**src/irc_pkg.sv**
```systemverilog
`default_nettype none
package irc_pkg;

	localparam int STORE_DEPTH = 256;
	localparam int TICK_US = 50;

	localparam int IDX_W = $clog2(STORE_DEPTH);
	localparam int CNT_W = $clog2(STORE_DEPTH + 1);
	localparam int CMP_W = (CNT_W > 9) ? CNT_W : 9;

	// rounding sum (elapsed_us + half a tick) and its reciprocal multiply
	localparam int SUM_W = 17;
	localparam int RECIP_K = SUM_W + $clog2(TICK_US);
	localparam int RECIP_W = SUM_W + 2;
	localparam logic [RECIP_W-1:0] RECIP_M =
		RECIP_W'(((64'd1 << RECIP_K) + TICK_US - 1) / TICK_US);
	localparam int PROD_W = SUM_W + RECIP_W;

	localparam int ADDR_W = 4;
	localparam logic [1:0] REG_FRAME_GAP = 2'd0;
	localparam logic [1:0] REG_MIN_DUR = 2'd1;
	localparam logic [1:0] REG_CAPACITY = 2'd2;

	localparam logic [15:0] FRAME_GAP_RST = 16'd5000;
	localparam logic [8:0] MIN_DUR_RST = 9'd4;
	localparam logic [8:0] CAPACITY_RST = 9'd256;

	typedef enum logic [1:0] {
		OP_EDGE = 2'd0,
		OP_POLL = 2'd1,
		OP_CLEAR = 2'd2,
		OP_READ = 2'd3
	} op_t;

	typedef enum logic [1:0] {
		ST_IDLE,
		ST_CALC,
		ST_EXEC,
		ST_EMIT
	} state_t;

	typedef struct packed {
		logic ld_in;
		logic calc;
		logic exec;
		logic ld_out;
	} ctrl_cmd_t;

	typedef struct packed {
		logic [15:0] frame_gap_us;
		logic [8:0] min_durations;
		logic [8:0] frame_capacity;
	} cfg_regs_t;

endpackage
`default_nettype wire

```
**src/irc_cfg.sv**
```systemverilog
`default_nettype none
module irc_cfg
	import irc_pkg::*;
(
	input wire logic clk,
	input wire logic arst_n,
	input wire logic psel,
	input wire logic penable,
	input wire logic pwrite,
	input wire logic [ADDR_W-1:0] paddr,
	input wire logic [31:0] pwdata,
	output logic [31:0] prdata,
	output logic pready,
	output cfg_regs_t cfg
);

	logic [15:0] frame_gap_q;
	logic [8:0] min_dur_q;
	logic [8:0] capacity_q;
	logic wr_en;

	assign pready = 1'b1;
	assign wr_en = psel & penable & pwrite & pready;

	always_ff @(posedge clk or negedge arst_n) begin
		if (!arst_n) begin
			frame_gap_q <= FRAME_GAP_RST;
			min_dur_q <= MIN_DUR_RST;
			capacity_q <= CAPACITY_RST;
		end else if (wr_en) begin
			case (paddr[3:2])
				REG_FRAME_GAP: frame_gap_q <= pwdata[15:0];
				REG_MIN_DUR: min_dur_q <= pwdata[8:0];
				REG_CAPACITY: capacity_q <= pwdata[8:0];
				default: ;
			endcase
		end
	end

	always_comb begin
		case (paddr[3:2])
			REG_FRAME_GAP: prdata = {16'd0, frame_gap_q};
			REG_MIN_DUR: prdata = {23'd0, min_dur_q};
			REG_CAPACITY: prdata = {23'd0, capacity_q};
			default: prdata = 32'd0;
		endcase
	end

	assign cfg.frame_gap_us = frame_gap_q;
	assign cfg.min_durations = min_dur_q;
	assign cfg.frame_capacity = capacity_q;

endmodule
`default_nettype wire

```
**src/irc_ctrl.sv**
```systemverilog
`default_nettype none
module irc_ctrl
	import irc_pkg::*;
(
	input wire logic clk,
	input wire logic arst_n,
	input wire logic in_valid,
	output logic in_ready,
	output logic out_valid,
	input wire logic out_ready,
	output ctrl_cmd_t cmd
);

	state_t state_q;
	state_t state_nxt;
	logic out_valid_q;
	logic out_free;

	assign out_free = ~out_valid_q | out_ready;

	always_comb begin
		state_nxt = state_q;
		case (state_q)
			ST_IDLE: if (in_valid) state_nxt = ST_CALC;
			ST_CALC: state_nxt = ST_EXEC;
			ST_EXEC: state_nxt = ST_EMIT;
			ST_EMIT: if (out_free) state_nxt = ST_IDLE;
			default: state_nxt = ST_IDLE;
		endcase
	end

	always_comb begin
		cmd = '0;
		in_ready = 1'b0;
		case (state_q)
			ST_IDLE: begin
				in_ready = 1'b1;
				cmd.ld_in = in_valid;
			end
			ST_CALC: cmd.calc = 1'b1;
			ST_EXEC: cmd.exec = 1'b1;
			ST_EMIT: cmd.ld_out = out_free;
			default: ;
		endcase
	end

	always_ff @(posedge clk or negedge arst_n) begin
		if (!arst_n) begin
			state_q <= ST_IDLE;
			out_valid_q <= 1'b0;
		end else begin
			state_q <= state_nxt;
			// hold the word until taken; a new load replaces it in the same edge
			if (cmd.ld_out) begin
				out_valid_q <= 1'b1;
			end else if (out_ready) begin
				out_valid_q <= 1'b0;
			end
		end
	end

	assign out_valid = out_valid_q;

endmodule
`default_nettype wire

```
**src/irc_dp.sv**
```systemverilog
`default_nettype none
module irc_dp
	import irc_pkg::*;
(
	input wire logic clk,
	input wire logic arst_n,
	input wire ctrl_cmd_t cmd,
	input wire cfg_regs_t cfg,
	input wire logic [31:0] in_data,
	input wire logic [1:0] in_user,
	output logic [23:0] out_data
);

	// input word
	op_t op_q;
	logic [15:0] us_q;
	logic mark_q;
	logic [7:0] idx_q;

	logic [PROD_W-1:0] prod_s1;
	logic [SUM_W-1:0] sum;
	logic [SUM_W-1:0] quo;
	logic [7:0] ticks;
	logic too_long;

	// frame state
	logic capt_q, ready_q, pend_q, exp_space_q, ovf_q, clip_q;
	logic [CNT_W-1:0] count_q;
	logic capt_n, ready_n, pend_n, exp_space_n, ovf_n, clip_n;
	logic [CNT_W-1:0] count_n;
	logic wr_en;

	logic [7:0] tick_store [STORE_DEPTH];
	logic [7:0] rd_data_q;
	logic rd_ok_q;
	logic [23:0] out_q;

	logic [CMP_W-1:0] count_x, cap_eff, min_x, idx_x;
	logic gap_ok, full, enough;

	always_ff @(posedge clk) begin
		if (cmd.ld_in) begin
			op_q <= op_t'(in_user);
			us_q <= in_data[15:0];
			mark_q <= in_data[16];
			idx_q <= in_data[24:17];
		end
	end

	assign sum = SUM_W'(us_q) + SUM_W'(TICK_US / 2);

	always_ff @(posedge clk) begin
		if (cmd.calc) begin
			prod_s1 <= PROD_W'(sum) * PROD_W'(RECIP_M);
		end
	end

	assign quo = SUM_W'(prod_s1[PROD_W-1:RECIP_K]);
	assign too_long = (quo > SUM_W'(255));
	always_comb begin
		if (quo == '0) begin
			ticks = 8'd1;
		end else if (too_long) begin
			ticks = 8'd255;
		end else begin
			ticks = quo[7:0];
		end
	end

	assign count_x = CMP_W'(count_q);
	assign cap_eff = (CMP_W'(cfg.frame_capacity) < CMP_W'(STORE_DEPTH)) ?
		CMP_W'(cfg.frame_capacity) : CMP_W'(STORE_DEPTH);
	assign min_x = CMP_W'(cfg.min_durations);
	assign idx_x = CMP_W'(idx_q);
	assign gap_ok = (us_q >= cfg.frame_gap_us);
	assign full = (count_x >= cap_eff);
	assign enough = (count_x >= min_x);

	always_comb begin
		capt_n = capt_q;
		ready_n = ready_q;
		pend_n = pend_q;
		exp_space_n = exp_space_q;
		ovf_n = ovf_q;
		clip_n = clip_q;
		count_n = count_q;
		wr_en = 1'b0;
		case (op_q)
			OP_EDGE: begin
				if (ready_q) begin
					pend_n = 1'b0;
				end else if (!capt_q) begin
					if (mark_q && gap_ok) begin
						capt_n = 1'b1;
						exp_space_n = 1'b0;
						ovf_n = 1'b0;
						clip_n = 1'b0;
						count_n = '0;
					end
				end else if (exp_space_q && gap_ok) begin
					if (enough) begin
						ready_n = 1'b1;
						pend_n = mark_q;
					end else begin
						// short frame: restart empty
						exp_space_n = 1'b0;
						ovf_n = 1'b0;
						clip_n = 1'b0;
						count_n = '0;
					end
				end else begin
					exp_space_n = ~exp_space_q;
					if (full) begin
						ovf_n = 1'b1;
					end else begin
						wr_en = 1'b1;
						count_n = count_q + 1'b1;
						if (too_long) clip_n = 1'b1;
					end
				end
			end
			OP_POLL: begin
				if (!ready_q && capt_q && exp_space_q && enough && gap_ok) ready_n = 1'b1;
			end
			OP_CLEAR: begin
				capt_n = pend_q;
				ready_n = 1'b0;
				pend_n = 1'b0;
				exp_space_n = 1'b0;
				ovf_n = 1'b0;
				clip_n = 1'b0;
				count_n = '0;
			end
			OP_READ: ;
			default: ;
		endcase
	end

	always_ff @(posedge clk or negedge arst_n) begin
		if (!arst_n) begin
			capt_q <= 1'b0;
			ready_q <= 1'b0;
			pend_q <= 1'b0;
			exp_space_q <= 1'b0;
			ovf_q <= 1'b0;
			clip_q <= 1'b0;
			count_q <= '0;
		end else if (cmd.exec) begin
			capt_q <= capt_n;
			ready_q <= ready_n;
			pend_q <= pend_n;
			exp_space_q <= exp_space_n;
			ovf_q <= ovf_n;
			clip_q <= clip_n;
			count_q <= count_n;
		end
	end

	always_ff @(posedge clk) begin
		if (cmd.exec && wr_en) begin
			tick_store[count_q[IDX_W-1:0]] <= ticks;
		end
		if (cmd.exec) begin
			rd_data_q <= tick_store[IDX_W'(idx_q)];
			rd_ok_q <= (op_q == OP_READ) && (idx_x < count_x) &&
				(idx_x < CMP_W'(STORE_DEPTH));
		end
	end

	always_ff @(posedge clk) begin
		if (cmd.ld_out) begin
			out_q <= {3'd0, (rd_ok_q ? rd_data_q : 8'd0), clip_q, ovf_q,
				9'(count_q), capt_q, ready_q};
		end
	end

	assign out_data = out_q;

endmodule
`default_nettype wire

```
**src/ir_raw_frame_capture_top.sv**
```systemverilog
// Infrared raw frame capture.
// Command words come in on the s_ stream: s_tuser carries the opcode (edge, poll,
// clear, read) and s_tdata the elapsed time, the mark flag and the read index.
// Every command gives exactly one status word on the m_ stream: frame ready,
// capturing, duration count, overflow and clip flags, and the duration read.
// Durations are stored in ticks in a 256 x 8 on-chip store.
// The controller takes one command at a time and steps it through accept,
// reciprocal multiply, state update with store access and output load; the
// status word is registered in the output-load step and then held on m_tdata.
// The output register parts the two sides; a status word waiting on m_tready
// does not stop the next command from being accepted, and a stalled receiver
// only holds the block in its output-load step until the word is taken.
// Reset clears all frame state and restores the register defaults
// (frame_gap_us 5000, min_durations 4, frame_capacity 256); store contents
// stay undefined, entries are only read below the stored count.
// The APB port (registers at 0x0, 0x4, 0x8) should be written while idle.
`default_nettype none
module ir_raw_frame_capture_top
	import irc_pkg::*;
(
	input wire logic clk,
	input wire logic arst_n,
	input wire logic s_tvalid,
	output logic s_tready,
	input wire logic [31:0] s_tdata, // elapsed_us[15:0], mark_starting[16], read_index[24:17]
	input wire logic [1:0] s_tuser, // opcode[1:0]
	output logic m_tvalid,
	input wire logic m_tready,
	// frame_ready[0], capturing[1], duration_count[10:2], overflow_flag[11],
	// clipped_flag[12], read_ticks[20:13]
	output logic [23:0] m_tdata,
	input wire logic psel,
	input wire logic penable,
	input wire logic pwrite,
	input wire logic [ADDR_W-1:0] paddr,
	input wire logic [31:0] pwdata,
	output logic [31:0] prdata,
	output logic pready
);

	ctrl_cmd_t cmd;
	cfg_regs_t cfg;

	irc_cfg u_cfg (
		.clk(clk),
		.arst_n(arst_n),
		.psel(psel),
		.penable(penable),
		.pwrite(pwrite),
		.paddr(paddr),
		.pwdata(pwdata),
		.prdata(prdata),
		.pready(pready),
		.cfg(cfg)
	);

	irc_ctrl u_ctrl (
		.clk(clk),
		.arst_n(arst_n),
		.in_valid(s_tvalid),
		.in_ready(s_tready),
		.out_valid(m_tvalid),
		.out_ready(m_tready),
		.cmd(cmd)
	);

	irc_dp u_dp (
		.clk(clk),
		.arst_n(arst_n),
		.cmd(cmd),
		.cfg(cfg),
		.in_data(s_tdata),
		.in_user(s_tuser),
		.out_data(m_tdata)
	);

endmodule
`default_nettype wire
```
**config.mk**
```make
export PLATFORM = sky130hd
export DESIGN_NAME = ir_raw_frame_capture_top
export DESIGN_NICKNAME = d
export VERILOG_FILES = /design/src/irc_pkg.sv /design/src/irc_cfg.sv /design/src/irc_ctrl.sv /design/src/irc_dp.sv /design/src/ir_raw_frame_capture_top.sv
export SDC_FILE = /design/constraint.sdc
export NUM_CORES = 2
export LEC_CHECK = 0
export ABC_CLOCK_PERIOD_IN_PS = 21600
export BUFFER_PORTS_ARGS = -buffer_cell sky130_fd_sc_hd__buf_2
export CORE_MARGIN = 4
export CORE_UTILIZATION = 39
export CTS_BUF_LIST = sky130_fd_sc_hd__clkbuf_2 sky130_fd_sc_hd__clkbuf_4 sky130_fd_sc_hd__clkbuf_8
export DETAILED_ROUTE_END_ITERATION = 6
export HOLD_SLACK_MARGIN = 0.08
export PLACE_DENSITY = 0.62
export SYNTH_ARGS = -nofsm -noshare
export SYNTH_HDL_FRONTEND = slang
export SYNTH_SLANG_ARGS = --single-unit
```
**constraint.sdc**
```tcl
create_clock -name clk -period 21.6 [get_ports clk]
set_input_delay 3.24 -clock clk [delete_from_list [all_inputs] [get_ports clk]]
set_output_delay 3.24 -clock clk [all_outputs]
set_load 0.03 [all_outputs]
```
==> summary.txt <==
Worst setup path
  • Type of the worst setup path: register to register
  • Arr. time, crit path: 8.95 ns
  • Cells along the critical path: a311oi_1 -> nand3b_1 -> nor2_1 -> xor2_1 -> inv_1 -> fa_1 -> inv_1 -> ha_1 -> ha_1 -> inv_1 -> fa_1 -> inv_1 -> fa_1 -> fa_1 -> ha_1 -> a211oi_1 -> nor2_1 -> o311ai_0 -> o221ai_1 -> a2111oi_0 -> o21ai_0 -> a21oi_1 -> xnor2_1
  • CP required: about 22 ns
  • Crit-path max cell delay: 0.83 ns
  • Worst Path Buf+Inv: 4
  • CP max FO: 7
  • Top Family by Delay on Critical Path: adder cells
  • Slowest-stage cell, CP: xor2_1
  • CP Capture Type: register
  • CP Launch Type: register

Routing
  • Via density: around 5.5
  • Final wirelength: roughly 210 mm
  • Per-cell routed wire length: approximately 26 um
  • Antenna viol nets, final: 0
  • Drt pass-1 iters: 6
  • Detailed-route via count: 43506
  • DR DRC count: 0
  • Initial DRC count: approximately 4200

CTS
  • Post-CTS sizing: 0
  • Setup bufs post-CTS: 0
  • Number of CTS-inserted buffers: ~350
  • CTS tree: done
  • H-tree levels: 5
  • Root Buffer: clkbuf_8
  • Worst-Skew Late Latency: 1.05 ns
  • Worst-path clk slew: 0.06 ns
  • Hold buffers post-CTS: 0
  • Clock buffer depth: 4
  • Sink Count: 2169

Floorplanning
  • Die Footprint: about 240000 um2
  • Die Width: 490 um
  • Die Span Y: 490 um
  • Core region area: 230000 um2
  • I/O pin count: 136
  • Starting Density: between 30% and 40%
  • FP Rows: approximately 180

Synth
  • Ys async rst share: 2.40%
  • Synth Warn #: 0
  • Yosys reg bits: between 2000 and 2500
  • Mapped Area: 90500 um2
  • EDFF count, synth: between 2000 and 2500
  • Yosys top cell area share: around 70%
  • Average cell area after synthesis: 20.5 um2
  • Synth Flop Type: edfxtp_1
  • Cell variety after synth: between 60 and 70
  • Synth area leader: edfxtp_1
  • Post-synthesis cell count: between 4000 and 5000
  • Synth top area cells: edfxtp_1 (70%), mux4_2 (17%), ha_1 (2.7%)
  • Sequential share of the synthesized area: a little under three quarters

Pwr
  • P_leak: roughly 35 nW
  • Switching Fraction: between 30 and 40%
  • Peak supply drop: around 0.31 mV
  • Design Power: between 0.01 and 0.015 W
  • Logic pwr share: about 36%
  • PwrDens: around 130 nW/um2
  • Psw: between 0.004 and 0.005 W
  • Clock power frac: 25.5%
  • Cell internal pwr: around 0.0085 W
  • Flop pwr share: roughly two fifths

Place
  • Gpl congestion: between 0.8 and 0.9
  • Port bufs: 90
  • Hpwl dp: about 130 mm

STA
  • Final setup fails: 0
  • Final Hold Vio Count: 0
  • Fin Clk Skew: between 0.07 and 0.08 ns
  • Fin crit period: approximately 8.2 ns
  • Unrepaired setup endpoints after global routing: no
  • Tcrit/Tclk final: 38.0%
  • Final setup TNS: 0 ns
  • Maximum clock rate: approximately 120 MHz
  • Slew margin rel.: between 10 and 15%
  • Slew Limit Fails: 0
  • Worst-Margin Slew: roughly 1.3 ns

Job
  • MaxCap Viol Count: 0

Finish
  • Area growth from synthesis to layout: 11.4%
  • FILL cells: approximately 20000
  • Nets: just over 5000
  • Ratio of cells with drive above 1 in the final layout: 28.0%

Global routing
  • Initial antenna violation count: 17
  • First-pass GRT wire length: 308 mm
  • Total congestion overflow: 0
  • Number of global-route vias before repair: approximately 45000
  • Tot GR Track Use: between 15 and 20%
  • Largest net degree at the start of global routing: about 260

Run status
  • Outcome: complete, no violations

Min path
  • Hold/Removal Path Class: register to register
-- flip-flops by register name (all words and copies together), names as in the netlist --
| register | count |
|---|---|
| u_cfg.capacity_q | 9 |
| u_cfg.frame_gap_q | 16 |
| u_cfg.min_dur_q | 9 |
| u_ctrl.out_valid | 1 |
| u_ctrl.state_q | 2 |
| u_dp.capt_q | 1 |
| u_dp.clip_q | 1 |
| u_dp.count_q | 9 |
| u_dp.exp_space_q | 1 |
| u_dp.idx_q | 8 |
| u_dp.mark_q | 1 |
| u_dp.op_q | 2 |
| u_dp.out_data | 21 |
| u_dp.ovf_q | 1 |
| u_dp.pend_q | 1 |
| u_dp.prod_s1 | 12 |
| u_dp.rd_data_q | 8 |
| u_dp.rd_ok_q | 1 |
| u_dp.ready_q | 1 |
| u_dp.tick_store | 2048 |
| u_dp.us_q | 16 |
-- layout by cell type, fill, tap and decap left out, types with 8 or more instances in the layout --
cell and n:
dfrtp_1 45, a22oi_1 16, nand2_1 165, nor2_1 302
clkinv_2 21, edfxtp_1 2117, buf_12 8, mux2_2 11
nand4_1 8, clkbuf_8 357, inv_1 217, mux2i_1 11
fa_1 102, nand2b_1 10, ha_1 189, o21ai_0 54
nor2b_1 10, o31ai_1 12, nor3_1 27, a21oi_1 28
xor2_1 13, buf_2 90, a21o_1 12, mux4_2 672
nand3_1 15, buf_4 60, xnor2_1 22, clkbuf_4 117
clkinv_1 61, conb_1 22, and2_1 10
-- cells by family (layout without fill, tap and decap cells) --
group / count (synthesis) / in the layout / synth area share (%)
AOI/OAI and AO/OA: 165 / 165 / 1.16
xor gates and xnor gates: 35 / 35 / 0.339
adders and majority gates: 295 / 295 / 4.93
buffers and inverters: 446 / 940 / 2.01
DFF: 2169 / 2169 / 71.7
muxes: 694 / 694 / 17.0
other: 2 / 28 / 0.00830
and+or+nand+nor: 597 / 597 / 2.85
-- path summary, 6_finish.rpt --
| kind | from | end | slack (ns) | cells past startpoint |
|---|---|---|---|---|
| max in group asynchronous | arst_n | u_dp.capt_q$_DFFE_PN0P_ | 18.74 | 2 |
| setup / recovery | u_dp.us_q[2]$_DFFE_PP_ | u_dp.prod_s1[34]$_DFFE_PN_ | 13.39 | 23 |
| min in group asynchronous | arst_n | u_dp.count_q[4]$_DFFE_PN0P_ | 2.39 | 2 |
| hold reg to reg | u_dp.ovf_q$_DFFE_PN0P_ | u_dp.out_data[11]$_DFFE_PP_ | 0.43 | 0 |
| setup reg to reg | u_dp.us_q[2]$_DFFE_PP_ | u_dp.prod_s1[34]$_DFFE_PN_ | 13.39 | 23 |
| hold / removal | u_dp.ovf_q$_DFFE_PN0P_ | u_dp.out_data[11]$_DFFE_PP_ | 0.43 | 0 |
-- Yosys cell counts (all sizes together) (3+ instances only) --
master / n
nor3b: 3
nand2: 165
a31oi: 6
nor3: 28
or3: 3
ha: 193
a21o: 12
o21ai: 55
a211oi: 7
o21a: 5
nor4bb: 3
o31ai: 12
nor2b: 10
o211ai: 5
and4: 3
and3: 4
or2: 6
nand3: 18
nand4: 8
buf: 88
mux2: 11
xnor2: 22
nor4: 4
o41ai: 3
xor2: 13
clkbuf: 140
a22oi: 16
edfxtp: 2117
and2: 11
dfrtp: 45
dfstp: 7
inv: 217
nor2: 302
and4b: 5
nand2b: 17
a21oi: 28
fa: 102
mux4: 672
nand3b: 3
mux2i: 11
-- layout make-up --
type | count | area (um2) | area share [%]
antenna | 6 | 15.0 | 0.0149
clock buffer | 474 | 5790 | 5.75
clock inverter | 90 | 468 | 0.464
inverter | 218 | 818 | 0.812
multi-input combinational | 1808 | 24000 | 23.8
sequential | 2169 | 64900 | 64.4
tap | 3026 | 3790 | 3.76
timing repair buffer | 158 | 1060 | 1.05
-- metal layers --
metal	wire, um	vias up	GRT usage [%]
met5	0	-	0
met4	4880	0	4.78
met3	15600	336	3.55
met2	100000	1665	27.5
met1	89100	23146	25.1
li1	-	18359	-
-- worst reg2reg max path: stages (launching register included) --
cell and delay [ns]:
edfxtp_1 0.57, a311oi_1 0.44, nand3b_1 0.27, nor2_1 0.09, xor2_1 0.83, inv_1 0.24, fa_1 0.56, inv_1 0.11
ha_1 0.31, ha_1 0.29, inv_1 0.05, fa_1 0.47, inv_1 0.05, fa_1 0.49, fa_1 0.41, ha_1 0.31
a211oi_1 0.28, nor2_1 0.11, o311ai_0 0.53, o221ai_1 0.44, a2111oi_0 0.55, o21ai_0 0.23, a21oi_1 0.21, xnor2_1 0.09
-- power groups by stage --
stage	Clock [W]	Sequential [W]	Combinational, W
finish	0.00329	0.00499	0.00463
global route	0.00356	0.00499	0.00532
detailed placement	0	0.00507	0.00471
global placement	0	0.00507	0.00469
CTS	0.00337	0.00498	0.00476
floorplan	0	0.00514	0.00327
-- metrics by stage --
step | instances | cell area, um2 | hold WS (ns) | util (%) | worst slack, ns
after global placement | 7379 | 94500 | 0.429 | 41.0 | 13.29
after floorplan | 4423 | 90500 | 0.419 | - | 13.58
final | 7949 | 101000 | 0.430 | 43.7 | 13.39
after CTS | 7943 | 101000 | 0.436 | 43.7 | 13.29
after detailed placement | 7379 | 94500 | 0.433 | 41.0 | 13.38
after global routing | 7947 | 101000 | 0.448 | 43.7 | 12.85
No activity file was read; power rests on OpenSTA's default activity.
